==> config.mk <==
export PLATFORM = sky130hd
export DESIGN_NAME = online_trajectory_limiter_unit
export DESIGN_NICKNAME = d
export VERILOG_FILES = /design/src/sv/otl_pkg.sv /design/src/sv/otl_isqrt.sv /design/src/sv/otl_sdiv.sv /design/src/sv/online_trajectory_limiter_unit.sv
export SDC_FILE = /design/constraint.sdc
export NUM_CORES = 2
export LEC_CHECK = 0
export ABC_CLOCK_PERIOD_IN_PS = 15000
export BUFFER_PORTS_ARGS = -buffer_cell sky130_fd_sc_hd__buf_2
export CAP_MARGIN = 25
export CORE_MARGIN = 2
export CORE_UTILIZATION = 50
export DETAILED_ROUTE_END_ITERATION = 10
export PLACE_DENSITY_LB_ADDON = 0.25
export SLEW_MARGIN = 25
export SYNTH_ARGS = -nofsm -noshare
export SYNTH_HDL_FRONTEND = slang
export SYNTH_SLANG_ARGS = --single-unit
==> constraint.sdc <==
create_clock -name clk -period 15 [get_ports clk]
set_input_delay 1.5 -clock clk [delete_from_list [all_inputs] [get_ports clk]]
set_output_delay 1.5 -clock clk [all_outputs]
set_load 0.05 [all_outputs]
==> src/sv/otl_pkg.sv <==
package otl_pkg;

    localparam int POS_W    = 32;
    localparam int VEL_W    = 25;
    localparam int LIM_W    = 10;
    localparam int TAB_W    = 60;
    localparam int WANT_W   = 44;   // error * 1000 with sign
    localparam int RAD_W    = 58;   // a * |err| << 15
    localparam int ROOT_W   = RAD_W / 2;
    localparam int NUM_W    = 26;   // divider numerator
    localparam int DEN_W    = 11;

    localparam logic [DEN_W-1:0] DEN_ACCEL = 11'd1000;
    localparam logic [DEN_W-1:0] DEN_POS   = 11'd2000;
    localparam logic [9:0]       VEL_SCALE = 10'd1000;
    localparam logic [NUM_W-1:0] RND_ACCEL = 26'd500;
    localparam logic [NUM_W-1:0] RND_POS   = 26'd1000;

    localparam logic [1:0] REG_SPEED = 2'd0;
    localparam logic [1:0] REG_ACCEL = 2'd1;
    localparam logic [1:0] REG_DEAD  = 2'd2;

    localparam logic [TAB_W-1:0] SPEED_RESET = 60'd72128031568822336;
    localparam logic [TAB_W-1:0] ACCEL_RESET = 60'd144256063070404736;
    localparam logic [LIM_W-1:0] DEAD_RESET  = 10'd1;

    localparam logic [1:0] LIM_NONE  = 2'd0;
    localparam logic [1:0] LIM_SPEED = 2'd1;
    localparam logic [1:0] LIM_BRAKE = 2'd2;
    localparam logic [1:0] LIM_ACCEL = 2'd3;

    localparam logic signed [POS_W-1:0] HOME_POSE [6] = '{
        32'sd681574, 32'sd0, 32'sd0, -32'sd1647099, 32'sd0, 32'sd3294199
    };

    typedef enum logic [3:0] {
        S_IDLE,
        S_LOAD,
        S_MUL,
        S_START,
        S_WAIT,
        S_CL1,
        S_CL2,
        S_CL3,
        S_PSTART,
        S_PWAIT,
        S_POS
    } otl_state_t;

endpackage

==> src/sv/otl_isqrt.sv <==
module otl_isqrt (
    input  logic                        clk,
    input  logic                        rst_n,
    input  logic                        start,
    input  logic [otl_pkg::RAD_W-1:0]   radicand,
    output logic                        busy,
    output logic [otl_pkg::ROOT_W-1:0]  root
);
    import otl_pkg::*;

    logic [RAD_W-1:0]  rad_reg, rad_next;
    logic [ROOT_W+1:0] rem_reg, rem_next;
    logic [ROOT_W-1:0] root_reg, root_next;
    logic [4:0]        cnt_reg, cnt_next;
    logic              busy_reg, busy_next;
    logic [ROOT_W+1:0] rem_sh;
    logic [ROOT_W+1:0] trial;

    // one root bit per cycle from two radicand bits
    always_comb
    begin
        rem_sh    = {rem_reg[ROOT_W-1:0], rad_reg[RAD_W-1 -: 2]};
        trial     = {root_reg, 2'b01};
        rad_next  = rad_reg;
        rem_next  = rem_reg;
        root_next = root_reg;
        cnt_next  = cnt_reg;
        busy_next = busy_reg;
        if (start)
        begin
            rad_next  = radicand;
            rem_next  = '0;
            root_next = '0;
            cnt_next  = 5'(ROOT_W - 1);
            busy_next = 1'b1;
        end
        else if (busy_reg)
        begin
            rad_next = {rad_reg[RAD_W-3:0], 2'b00};
            if (rem_sh >= trial)
            begin
                rem_next  = rem_sh - trial;
                root_next = {root_reg[ROOT_W-2:0], 1'b1};
            end
            else
            begin
                rem_next  = rem_sh;
                root_next = {root_reg[ROOT_W-2:0], 1'b0};
            end
            cnt_next = cnt_reg - 5'd1;
            if (cnt_reg == 5'd0)
            begin
                busy_next = 1'b0;
            end
        end
    end

    always_ff @(posedge clk or negedge rst_n)
    begin
        if (!rst_n)
        begin
            busy_reg <= 1'b0;
            cnt_reg  <= '0;
        end
        else
        begin
            busy_reg <= busy_next;
            cnt_reg  <= cnt_next;
        end
    end

    always_ff @(posedge clk)
    begin
        rad_reg  <= rad_next;
        rem_reg  <= rem_next;
        root_reg <= root_next;
    end

    assign busy = busy_reg;
    assign root = root_reg;
endmodule

==> src/sv/otl_sdiv.sv <==
module otl_sdiv (
    input  logic                       clk,
    input  logic                       rst_n,
    input  logic                       start,
    input  logic [otl_pkg::NUM_W-1:0]  numer,
    input  logic [otl_pkg::DEN_W-1:0]  denom,
    output logic                       busy,
    output logic [otl_pkg::NUM_W-1:0]  quot
);
    import otl_pkg::*;

    logic [NUM_W-1:0] sh_reg, sh_next;
    logic [DEN_W-1:0] rem_reg, rem_next;
    logic [DEN_W-1:0] den_reg, den_next;
    logic [4:0]       cnt_reg, cnt_next;
    logic             busy_reg, busy_next;
    logic [DEN_W:0]   rem_sh;

    // restoring division, one quotient bit per cycle
    always_comb
    begin
        rem_sh    = {rem_reg, sh_reg[NUM_W-1]};
        sh_next   = sh_reg;
        rem_next  = rem_reg;
        den_next  = den_reg;
        cnt_next  = cnt_reg;
        busy_next = busy_reg;
        if (start)
        begin
            sh_next   = numer;
            rem_next  = '0;
            den_next  = denom;
            cnt_next  = 5'(NUM_W - 1);
            busy_next = 1'b1;
        end
        else if (busy_reg)
        begin
            if (rem_sh >= {1'b0, den_reg})
            begin
                rem_next = DEN_W'(rem_sh - {1'b0, den_reg});
                sh_next  = {sh_reg[NUM_W-2:0], 1'b1};
            end
            else
            begin
                rem_next = rem_sh[DEN_W-1:0];
                sh_next  = {sh_reg[NUM_W-2:0], 1'b0};
            end
            cnt_next = cnt_reg - 5'd1;
            if (cnt_reg == 5'd0)
            begin
                busy_next = 1'b0;
            end
        end
    end

    always_ff @(posedge clk or negedge rst_n)
    begin
        if (!rst_n)
        begin
            busy_reg <= 1'b0;
            cnt_reg  <= '0;
        end
        else
        begin
            busy_reg <= busy_next;
            cnt_reg  <= cnt_next;
        end
    end

    always_ff @(posedge clk)
    begin
        sh_reg  <= sh_next;
        rem_reg <= rem_next;
        den_reg <= den_next;
    end

    assign busy = busy_reg;
    assign quot = sh_reg;
endmodule

==> src/sv/online_trajectory_limiter_unit.sv <==
// Channel  Direction  Handshake             Beat contents
// cfg      in         cfg_write             cfg_index, cfg_data
// in       in         in_valid / in_ready   axis_index, target_position
// out      out        out_valid / out_ready axis_echo, command_position,
//                                           command_velocity, limit_code
//
// One item at a time: the bit-serial square root (braking speed) and the
// bit-serial divider for the position step set the time per item; the accel
// step runs in the divider beside the root. An out-of-range axis beat is
// taken and dropped while the unit stays idle.
// Reset loads the home pose and zero velocity into every axis at once.
// The result register holds while out_ready is low; the next item may be
// accepted meanwhile and stalls only at its final write.
module online_trajectory_limiter_unit #(
    parameter int ARM_COUNT    = 2,
    parameter int AXES_PER_ARM = 6
) (
    input  logic                              clk,
    input  logic                              rst_n,
    input  logic                              cfg_write,
    input  logic [1:0]                        cfg_index,
    input  logic [otl_pkg::TAB_W-1:0]         cfg_data,
    input  logic                              in_valid,
    output logic                              in_ready,
    input  logic [3:0]                        axis_index,
    input  logic signed [otl_pkg::POS_W-1:0]  target_position,
    output logic                              out_valid,
    input  logic                              out_ready,
    output logic [3:0]                        axis_echo,
    output logic signed [otl_pkg::POS_W-1:0]  command_position,
    output logic signed [otl_pkg::VEL_W-1:0]  command_velocity,
    output logic [1:0]                        limit_code
);
    import otl_pkg::*;

    localparam int AXIS_TOTAL = ARM_COUNT * AXES_PER_ARM;
    localparam int IDXW       = (AXIS_TOTAL > 1) ? $clog2(AXIS_TOTAL) : 1;

    otl_state_t state_reg, state_next;

    // configuration
    logic [TAB_W-1:0] speed_reg, accel_reg;
    logic [LIM_W-1:0] dead_reg;

    // per-axis state, one register per entry
    logic signed [POS_W-1:0] pos_reg [AXIS_TOTAL];
    logic signed [VEL_W-1:0] vel_reg [AXIS_TOTAL];
    logic [2:0]              slot_of [AXIS_TOTAL];

    // working registers for the item in flight
    logic [3:0]               idx_reg;
    logic signed [POS_W-1:0]  tgt_reg;
    logic signed [POS_W-1:0]  pcur_reg;
    logic signed [VEL_W-1:0]  vlast_reg;
    logic [LIM_W-1:0]         vraw_reg, araw_reg;
    logic signed [POS_W:0]    err_reg;
    logic [POS_W:0]           mag_reg;
    logic signed [WANT_W-1:0] v_reg;
    logic                     neg_reg;
    logic [RAD_W-1:0]         rad_reg;
    logic [14:0]              astep_reg;
    logic [1:0]               code_reg;
    logic                     sneg_reg;

    // result register
    logic                     out_valid_reg;
    logic [3:0]               echo_reg;
    logic signed [POS_W-1:0]  cpos_reg;
    logic signed [VEL_W-1:0]  cvel_reg;
    logic [1:0]               lcode_reg;

    logic [IDXW-1:0] ix;
    logic            in_fire, idx_ok, out_free, write_back;
    logic            unit_start, pos_start;
    logic            sq_busy, dv_busy;
    logic [ROOT_W-1:0] root;
    logic [NUM_W-1:0]  quot;
    logic [NUM_W-1:0]  dv_numer;
    logic [DEN_W-1:0]  dv_denom;

    logic signed [POS_W:0]    err_c;
    logic [POS_W:0]           mag_c;
    logic signed [WANT_W-1:0] vmax_c, vdec_c, vhi_c, vlo_c;
    logic signed [VEL_W+1:0]  sum_c;
    logic [VEL_W+1:0]         smag_c;
    logic signed [POS_W+1:0]  npos_c;
    logic signed [POS_W-1:0]  nsat_c;
    logic signed [POS_W+1:0]  step_c;

    assign ix       = IDXW'(idx_reg);
    assign in_fire  = in_valid && in_ready;
    assign idx_ok   = (6'(axis_index) < 6'(AXIS_TOTAL));
    assign out_free = !out_valid_reg || out_ready;

    // next state
    always_comb
    begin
        state_next = state_reg;
        unique case (state_reg)
            S_IDLE:   if (in_fire && idx_ok) state_next = S_LOAD;
            S_LOAD:   state_next = S_MUL;
            S_MUL:    state_next = S_START;
            S_START:  state_next = S_WAIT;
            S_WAIT:   if (!sq_busy && !dv_busy) state_next = S_CL1;
            S_CL1:    state_next = S_CL2;
            S_CL2:    state_next = S_CL3;
            S_CL3:    state_next = S_PSTART;
            S_PSTART: state_next = S_PWAIT;
            S_PWAIT:  if (!dv_busy) state_next = S_POS;
            S_POS:    if (out_free) state_next = S_IDLE;
            default:  state_next = S_IDLE;
        endcase
    end

    // state outputs
    always_comb
    begin
        in_ready   = 1'b0;
        unit_start = 1'b0;
        pos_start  = 1'b0;
        write_back = 1'b0;
        unique case (state_reg)
            S_IDLE:   in_ready = 1'b1;
            S_START:  unit_start = 1'b1;
            S_PSTART: pos_start = 1'b1;
            S_POS:    write_back = out_free;
            default:  ;
        endcase
    end

    always_ff @(posedge clk or negedge rst_n)
    begin
        if (!rst_n)
        begin
            state_reg <= S_IDLE;
        end
        else
        begin
            state_reg <= state_next;
        end
    end

    // configuration writes; indexes past the list are dropped
    always_ff @(posedge clk or negedge rst_n)
    begin
        if (!rst_n)
        begin
            speed_reg <= SPEED_RESET;
            accel_reg <= ACCEL_RESET;
            dead_reg  <= DEAD_RESET;
        end
        else if (cfg_write)
        begin
            if (cfg_index == REG_SPEED) speed_reg <= cfg_data;
            if (cfg_index == REG_ACCEL) accel_reg <= cfg_data;
            if (cfg_index == REG_DEAD)  dead_reg  <= cfg_data[LIM_W-1:0];
        end
    end

    // per-axis storage with its home pose at reset
    for (genvar g = 0; g < AXIS_TOTAL; g++)
    begin : g_axis
        localparam int SLOT = g % AXES_PER_ARM;
        assign slot_of[g] = 3'(SLOT);
        always_ff @(posedge clk or negedge rst_n)
        begin
            if (!rst_n)
            begin
                pos_reg[g] <= HOME_POSE[SLOT];
                vel_reg[g] <= '0;
            end
            else if (write_back && (ix == IDXW'(g)))
            begin
                pos_reg[g] <= nsat_c;
                vel_reg[g] <= v_reg[VEL_W-1:0];
            end
        end
    end

    // error and dead band
    always_comb
    begin
        err_c = (POS_W+1)'(tgt_reg) - (POS_W+1)'(pos_reg[ix]);
        mag_c = err_c[POS_W] ? (POS_W+1)'(-err_c) : (POS_W+1)'(err_c);
        if (mag_c < (POS_W+1)'(dead_reg))
        begin
            err_c = '0;
            mag_c = '0;
        end
    end

    // clamp limits
    assign vmax_c = $signed({{(WANT_W-LIM_W-14){1'b0}}, vraw_reg, 14'b0});
    assign vdec_c = $signed({{(WANT_W-ROOT_W){1'b0}}, root});
    assign vhi_c  = WANT_W'(vlast_reg) + $signed({{(WANT_W-15){1'b0}}, astep_reg});
    assign vlo_c  = WANT_W'(vlast_reg) - $signed({{(WANT_W-15){1'b0}}, astep_reg});

    // trapezoid step, rounded half away from zero
    assign sum_c  = (VEL_W+2)'($signed(v_reg[VEL_W-1:0])) + (VEL_W+2)'(vlast_reg);
    assign smag_c = sum_c[VEL_W+1] ? (VEL_W+2)'(-sum_c) : (VEL_W+2)'(sum_c);
    assign step_c = sneg_reg ? -$signed((POS_W+2)'(quot)) : $signed((POS_W+2)'(quot));
    assign npos_c = (POS_W+2)'(pcur_reg) + step_c;

    always_comb
    begin
        priority if (npos_c > (POS_W+2)'(34'sh0_7FFF_FFFF))
            nsat_c = 32'sh7FFF_FFFF;
        else if (npos_c < -(POS_W+2)'(34'sh0_8000_0000))
            nsat_c = -32'sh8000_0000;
        else
            nsat_c = npos_c[POS_W-1:0];
    end

    // shared divider: accel step first, then the position step
    always_comb
    begin
        if (pos_start)
        begin
            dv_numer = NUM_W'(smag_c) + RND_POS;
            dv_denom = DEN_POS;
        end
        else
        begin
            dv_numer = NUM_W'({araw_reg, 14'b0}) + RND_ACCEL;
            dv_denom = DEN_ACCEL;
        end
    end

    otl_isqrt u_isqrt (
        .clk      (clk),
        .rst_n    (rst_n),
        .start    (unit_start),
        .radicand (rad_reg),
        .busy     (sq_busy),
        .root     (root)
    );

    otl_sdiv u_sdiv (
        .clk   (clk),
        .rst_n (rst_n),
        .start (unit_start || pos_start),
        .numer (dv_numer),
        .denom (dv_denom),
        .busy  (dv_busy),
        .quot  (quot)
    );

    // datapath registers, advanced by state
    always_ff @(posedge clk)
    begin
        unique case (state_reg)
            S_IDLE:
            begin
                idx_reg <= axis_index;
                tgt_reg <= target_position;
            end
            S_LOAD:
            begin
                pcur_reg  <= pos_reg[ix];
                vlast_reg <= vel_reg[ix];
                vraw_reg  <= speed_reg[slot_of[ix]*10 +: LIM_W];
                araw_reg  <= accel_reg[slot_of[ix]*10 +: LIM_W];
                err_reg   <= err_c;
                mag_reg   <= mag_c;
            end
            S_MUL:
            begin
                v_reg    <= WANT_W'(err_reg * $signed({1'b0, VEL_SCALE}));
                neg_reg  <= err_reg[POS_W];
                rad_reg  <= {RAD_W'(araw_reg * mag_reg)} << 15;
                code_reg <= LIM_NONE;
            end
            S_CL1:
            begin
                astep_reg <= quot[14:0];
                if (!neg_reg && (v_reg > vmax_c))
                begin
                    v_reg    <= vmax_c;
                    code_reg <= LIM_SPEED;
                end
                else if (neg_reg && (v_reg < -vmax_c))
                begin
                    v_reg    <= -vmax_c;
                    code_reg <= LIM_SPEED;
                end
            end
            S_CL2:
            begin
                if (!neg_reg && (v_reg > vdec_c))
                begin
                    v_reg    <= vdec_c;
                    code_reg <= LIM_BRAKE;
                end
                else if (neg_reg && (v_reg < -vdec_c))
                begin
                    v_reg    <= -vdec_c;
                    code_reg <= LIM_BRAKE;
                end
            end
            S_CL3:
            begin
                if (!neg_reg && (v_reg > vhi_c))
                begin
                    v_reg    <= vhi_c;
                    code_reg <= LIM_ACCEL;
                end
                else if (neg_reg && (v_reg < vlo_c))
                begin
                    v_reg    <= vlo_c;
                    code_reg <= LIM_ACCEL;
                end
            end
            S_PSTART:
            begin
                sneg_reg <= sum_c[VEL_W+1];
            end
            default: ;
        endcase
    end

    // result register
    always_ff @(posedge clk or negedge rst_n)
    begin
        if (!rst_n)
        begin
            out_valid_reg <= 1'b0;
        end
        else if (write_back)
        begin
            out_valid_reg <= 1'b1;
        end
        else if (out_ready)
        begin
            out_valid_reg <= 1'b0;
        end
    end

    always_ff @(posedge clk)
    begin
        if (write_back)
        begin
            echo_reg  <= idx_reg;
            cpos_reg  <= nsat_c;
            cvel_reg  <= v_reg[VEL_W-1:0];
            lcode_reg <= code_reg;
        end
    end

    assign out_valid        = out_valid_reg;
    assign axis_echo        = echo_reg;
    assign command_position = cpos_reg;
    assign command_velocity = cvel_reg;
    assign limit_code       = lcode_reg;
endmodule

After elaboration in Yosys (flattened, before gate mapping)
Memories as Yosys holds them, arrays and structs flattened.
Cells that the tools add are included.
{"block": "totals", "regBits": 1341, "latch_bits": 0, "ramBits": 0, "mem_bits_ro": 48, "in_bits": 103, "output_inout_bits": 65, "wordCells": 223, "mem_count": 1}
{"name": "(name not given)", "words": 16, "word_bits": 3, "read_ports": 1, "rd_clocked_by_memory_dff": 0, "write_ports": 0, "line": "online_trajectory_limiter_unit.sv:262", "rtl": "araw_reg <= accel_reg[slot_of[ix]*10 +: LIM_W];"}
{"block": "classes", "addsub": 16, "mul": 3, "div": 0, "order_cmp": 13, "eq_ne": 30, "shifts": 2, "muxes": 58, "bitwise_logic": 1, "reduce_logical": 41}
{"operator": "$mux 44", "n": 6}
{"operator": "$pmux 44 s4", "n": 1}
{"operator": "$bmux 32 s4", "n": 1}
{"operator": "$mux 32", "n": 4}
{"operator": "$shiftx 60x8->10", "n": 2}
{"operator": "$mux 58", "n": 2}
{"operator": "$mux 26", "n": 4}
{"operator": "$bmux 25 s4", "n": 1}
{"operator": "$lt 44x44->1", "n": 2}
{"operator": "$mux 25", "n": 2}
{"operator": "$gt 44x25->1", "n": 1}
{"operator": "$gt 44x26->1", "n": 1}
{"operator": "$gt 44x30->1", "n": 1}
{"operator": "$lt 44x26->1", "n": 1}
{"operator": "$neg 24->44", "n": 1}
{"operator": "$neg 29->44", "n": 1}
{"operator": "$pmux 4 s11", "n": 1}
{"operator": "$mul 10x33->43", "n": 1}
{"operator": "$mul 33x8->41 const B", "n": 1}
{"operator": "$add 32x34->34", "n": 1}
{"operator": "$gt 34x32->1 const B", "n": 1}
{"operator": "$lt 34x32->1 const B", "n": 1}
{"operator": "$mux 34", "n": 1}
{"operator": "$neg 26->34", "n": 1}
{"operator": "45 further kinds", "n": 125}

Depth between registers and ports, before layout
{"block": "logic_depth", "depth_word": 8, "mapped_depth": 37, "depth_no_buf": 29}

Hierarchy
From an unflattened synthesis, not the netlist that was laid out.
{"block": "hier_totals", "hier_cells": 8367, "area_unflattened_um2": 89509.6}
{"module": "online_trajectory_limiter_unit", "instances": 1, "cells_each": 7481, "area_per_inst_um2": 79835.3, "seq_area_each_um2": 31041.0}
{"module": "otl_isqrt", "instances": 1, "cells_each": 642, "area_per_inst_um2": 6810.3, "seq_area_each_um2": 3052.9}
{"module": "otl_sdiv", "instances": 1, "cells_each": 244, "area_per_inst_um2": 2864.0, "seq_area_each_um2": 1481.4}

Worst setup path after synthesis
OpenSTA, ideal clock, no wires.
{"block": "synth_path", "path_kind": "register to register", "startpoint": "register state_reg[0]", "endpoint": "register araw_reg[0] (enable)", "arrival_time_ps": 10322, "required_time_ps": 14183, "setup_slack_ps": 3861, "stages_incl_launch_ff": 4, "n_path_buf": 1, "synth_period_minus_slack_ps": 11139, "path_cell_list": "dfrtp_1 > clkbuf_1 > nand2b_1 > nor3_1"}
{"block": "synth_between", "elab_chain_len": 1}
{"item": "start, declared", "line": "online_trajectory_limiter_unit.sv:39", "rtl": "otl_state_t state_reg, state_next;"}
{"item": "start signal, assigned", "line": "online_trajectory_limiter_unit.sv:139", "rtl": "state_reg <= state_next;"}
{"item": "$eq 4x1->1", "line": "online_trajectory_limiter_unit.sv:251", "rtl": "unique case (state_reg)"}
{"item": "end signal, assigned", "line": "online_trajectory_limiter_unit.sv:262"}
{"item": "end, declared", "line": "online_trajectory_limiter_unit.sv:55", "rtl": "logic [LIM_W-1:0] vraw_reg, araw_reg;"}
Every way passes these cells.
A chain may end at the register's enable or synchronous reset.

Final worst setup path
{"block": "layout_path", "startpoint": "register idx_reg[0]", "endpoint": "register mag_reg[5] (data pin)"}
{"block": "layout_between", "elab_chain_len": 8}
{"item": "start, declared", "line": "online_trajectory_limiter_unit.sv:51", "rtl": "logic [3:0] idx_reg;"}
{"item": "start signal, assigned", "line": "online_trajectory_limiter_unit.sv:254", "rtl": "idx_reg <= axis_index;"}
{"item": "$not 4->5 (not written as such) *", "line": "online_trajectory_limiter_unit.sv:183", "rtl": "err_c = (POS_W+1)'(tgt_reg) - (POS_W+1)'(pos_reg[ix]);"}
{"item": "$bmux 32 s4 *", "line": "online_trajectory_limiter_unit.sv:183"}
{"item": "$mux 32 (not written as such) * (2 in series)", "line": "online_trajectory_limiter_unit.sv:183"}
{"item": "$sub 32x32->33 *", "line": "online_trajectory_limiter_unit.sv:183"}
{"item": "$neg 33->33", "line": "online_trajectory_limiter_unit.sv:184", "rtl": "mag_c = err_c[POS_W] ? (POS_W+1)'(-err_c) : (POS_W+1)'(err_c);"}
{"item": "$mux 33 *", "line": "online_trajectory_limiter_unit.sv:184"}
{"item": "$lt 33x10->1", "line": "online_trajectory_limiter_unit.sv:185", "rtl": "if (mag_c < (POS_W+1)'(dead_reg))"}
{"item": "end signal, assigned", "line": "online_trajectory_limiter_unit.sv:264", "rtl": "mag_reg <= mag_c;"}
{"item": "end, declared", "line": "online_trajectory_limiter_unit.sv:57", "rtl": "logic [POS_W:0] mag_reg;"}
Mark *: on every way between the ends. The rest lies on a longest branch, timed or not. The select of a mux whose other input is x is not followed.

==> summary.txt <==
Clocking
  • Clock buffer depth: 3
  • Hold_buf cts: 0
  • Clock root buffer: clkbuf_16
  • Clock transition at the registers of the reported paths: 60 ps
  • Postcts setup bufs: 0
  • CTS tree: built
  • Clk sink count: 1318
  • Post-cts resize count: 0
  • Max H-tree Level: 4
  • Clock buffer count from CTS: 151
  • Clk Latency, worst-skew pair: 830 ps

Route
  • Drt drc: 0
  • WL/cell: 22.1 um
  • Starting DRT DRC Count: 4969
  • Detailed-route via count: 63100
  • Detail Route Antenna Nets: 0
  • Detailed-route vias per instance: 5.86
  • DRT Wirelength: 238000 um
  • DRT Pass-1 Iters: 6

Yosys
  • Share of flip-flops with an asynchronous set or reset: 63.1%
  • Sequential share of the synthesized area: 40.2%
  • Post-Syn Area: 86700 um^2
  • Library cells used by synthesis: 102
  • Synth warn: 0
  • EDFF count, synth: 418
  • Syn avg cell area: 10.4 um^2
  • Synth Instances: 8373
  • Most used DFF post-synth: dfrtp_1
  • Yosys reg bits: 1318
  • Syn_nets: 9400

Die
  • Core Box Area: 172000 um^2
  • Die width: 420 um
  • Initial Utilization: 50.4%
  • Full die area: 177000 um^2
  • Cell Rows: 152
  • Die span in y: 420 um
  • I/O Pins: 168

Placed design
  • Setup WS pre-CTS: 4700 ps
  • Post-DP HPWL: 168000 um
  • IO Port Bufs: 167
  • GP Congestion: 0.970

STA
  • Max Freq: 0.0962 GHz
  • Sum Neg Setup Slack: 0 ps
  • Setup ws final: 4600 ps
  • Final setup fails: 0
  • Fin. Hold Viols: 0
  • Worst Tran Pin Value: 1060 ps
  • Clock Skew: 35.9 ps
  • RSZ-0062 raised after global routing: false
  • Worst rel slew slack: 29.0%
  • Slew Viols, Final: 0
  • Final Critical Period: 10400 ps
  • Fin crit share: 69.3%

Worst hold path
  • Worst hold path type: register to register

Setup path
  • CP Data Required Time: 15550 ps
  • Crit-path slowest cell: buf_4
  • Crit Path Max Fanout: 110
  • Startpoint Class: register
  • Slowest stage delay, CP: 860 ps
  • Cell family with most CP delay: simple AND/OR/NAND/NOR gates
  • Critical Path Sink Type: register
  • Worst path bufs/invs: 3
  • Flop2flop setup slack: 4600 ps
  • Worst Path Arrival: 10950 ps
  • CP dominant cell by count: o21a_1
  • Crit Path Class: register to register

Global route
  • GRT met3 Usage: 3.84%
  • Number of global-route vias before repair: 63500
  • Grt peak-use layer: met2
  • Grt met1 use: 37.3%
  • Met2 GRT Util: 43.6%
  • First-pass GRT wire length: 371000 um
  • GRT Total Usage: 27.2%
  • Largest net degree at the start of global routing: 185
  • Grt total ovfl: 0
  • Initial antenna violation count: 3

Status
  • Status: completed

Final layout
  • Final #Nets: 9367
  • Layout area overhead: 9.70%
  • Finished Core Util: 55.3%
  • Ratio of cells with drive above 1 in the final layout: 14.4%
  • Max reg flops: 384

Run
  • Max_cap viols: 0
[through the flow]
step,hold WS (ps),instances,instance area (um^2)
3_3_place_gp,427,10500,89700
3_5_place_dp,436,10500,89800
6_report,449,10800,95100
5_1_grt,458,10800,95100
2_1_floorplan,400,8373,86700
4_1_cts,450,10800,95000
[cell usage in the layout, fill, tap and decap left out, types with 101 or more instances in the layout]
cell type | synthesis | final
nor2_1 | 361 | 352
dfstp_2 | 101 | 101
ha_1 | 545 | 545
and2_1 | 181 | 181
dfrtp_1 | 730 | 729
clkbuf_16 | 0 | 158
a21o_1 | 146 | 146
buf_2 | 17 | 166
edfxtp_1 | 418 | 418
mux2i_1 | 190 | 189
a21oi_1 | 325 | 318
o21ai_0 | 664 | 662
mux4_2 | 160 | 160
inv_1 | 562 | 562
mux2_2 | 343 | 343
nand2_1 | 1299 | 1290
buf_4 | 1 | 103
fa_1 | 379 | 379
xnor2_1 | 277 | 277
[logic make-up (layout without fill, tap and decap cells)]
group | Yosys count | after routing | share of synthesized area [%]
DFF | 1318 | 1318 | 40.2
xor gates and xnor gates | 373 | 373 | 3.77
and+or+nand+nor | 2421 | 2421 | 12.6
buffers and inverters | 1031 | 1126 | 4.50
adders and majority gates | 924 | 924 | 16.6
other | 0 | 3 | 0
AOI/OAI and AO/OA | 1613 | 1613 | 11.5
muxes | 693 | 693 | 10.8
[area by class of cell]
| cell class | count | area (um^2) |
|---|---|---|
| Tap cell | 2310 | 2890 |
| Antenna cell | 3 | 7.51 |
| Inverter | 562 | 2110 |
| Timing Repair Buffer | 283 | 1850 |
| Sequential cell | 1318 | 34900 |
| Clock inverter | 56 | 726 |
| Multi-Input combinational cell | 6024 | 48200 |
| Clock buffer | 225 | 4480 |
| Fill cell | 14900 | 76800 |
[cell usage after synthesis, drive strengths merged, types with 74 or more instances]
cell    number  area, um^2
nand2     1299        4880
buf         82         333
clkbuf     387        1460
mux2       343        3860
nand3       74         370
nor2b       81         507
mux2i      190        1900
xor2        96         841
xnor2      277        2430
ha         545        6820
dfrtp      730       18300
fa         379        7590
a21oi      325        1630
nor2       361        1360
a21o       146        1100
edfxtp     418       12600
o21ai      668        3340
dfstp      101        2650
mux4       160        3600
inv        562        2110
and2       182        1140
nor3       103         521
[worst paths after layout]
| path | startpoint | to | depth (start not counted) |
|---|---|---|---|
| setup / recovery | idx_reg[0] | mag_reg[5] | 30 |
| hold / removal | code_reg[1] | limit_code[1] | 0 |
| setup reg to reg | idx_reg[0] | mag_reg[5] | 30 |
| hold reg to reg | code_reg[1] | limit_code[1] | 0 |
| max in group asynchronous | rst_n | speed_reg[59] | 5 |
| min in group asynchronous | rst_n | vel_reg[207] | 1 |
[per-layer routing]
metal | wire, um | part of all wire [%]
met2 | 111000 | 47
met4 | 9470 | 4.0
met5 | 0 | 0
met3 | 13200 | 5.5
met1 | 105000 | 44
Power is not shown: default switching activity piles up to over one toggle a cycle in this logic, so the estimate is an artifact.
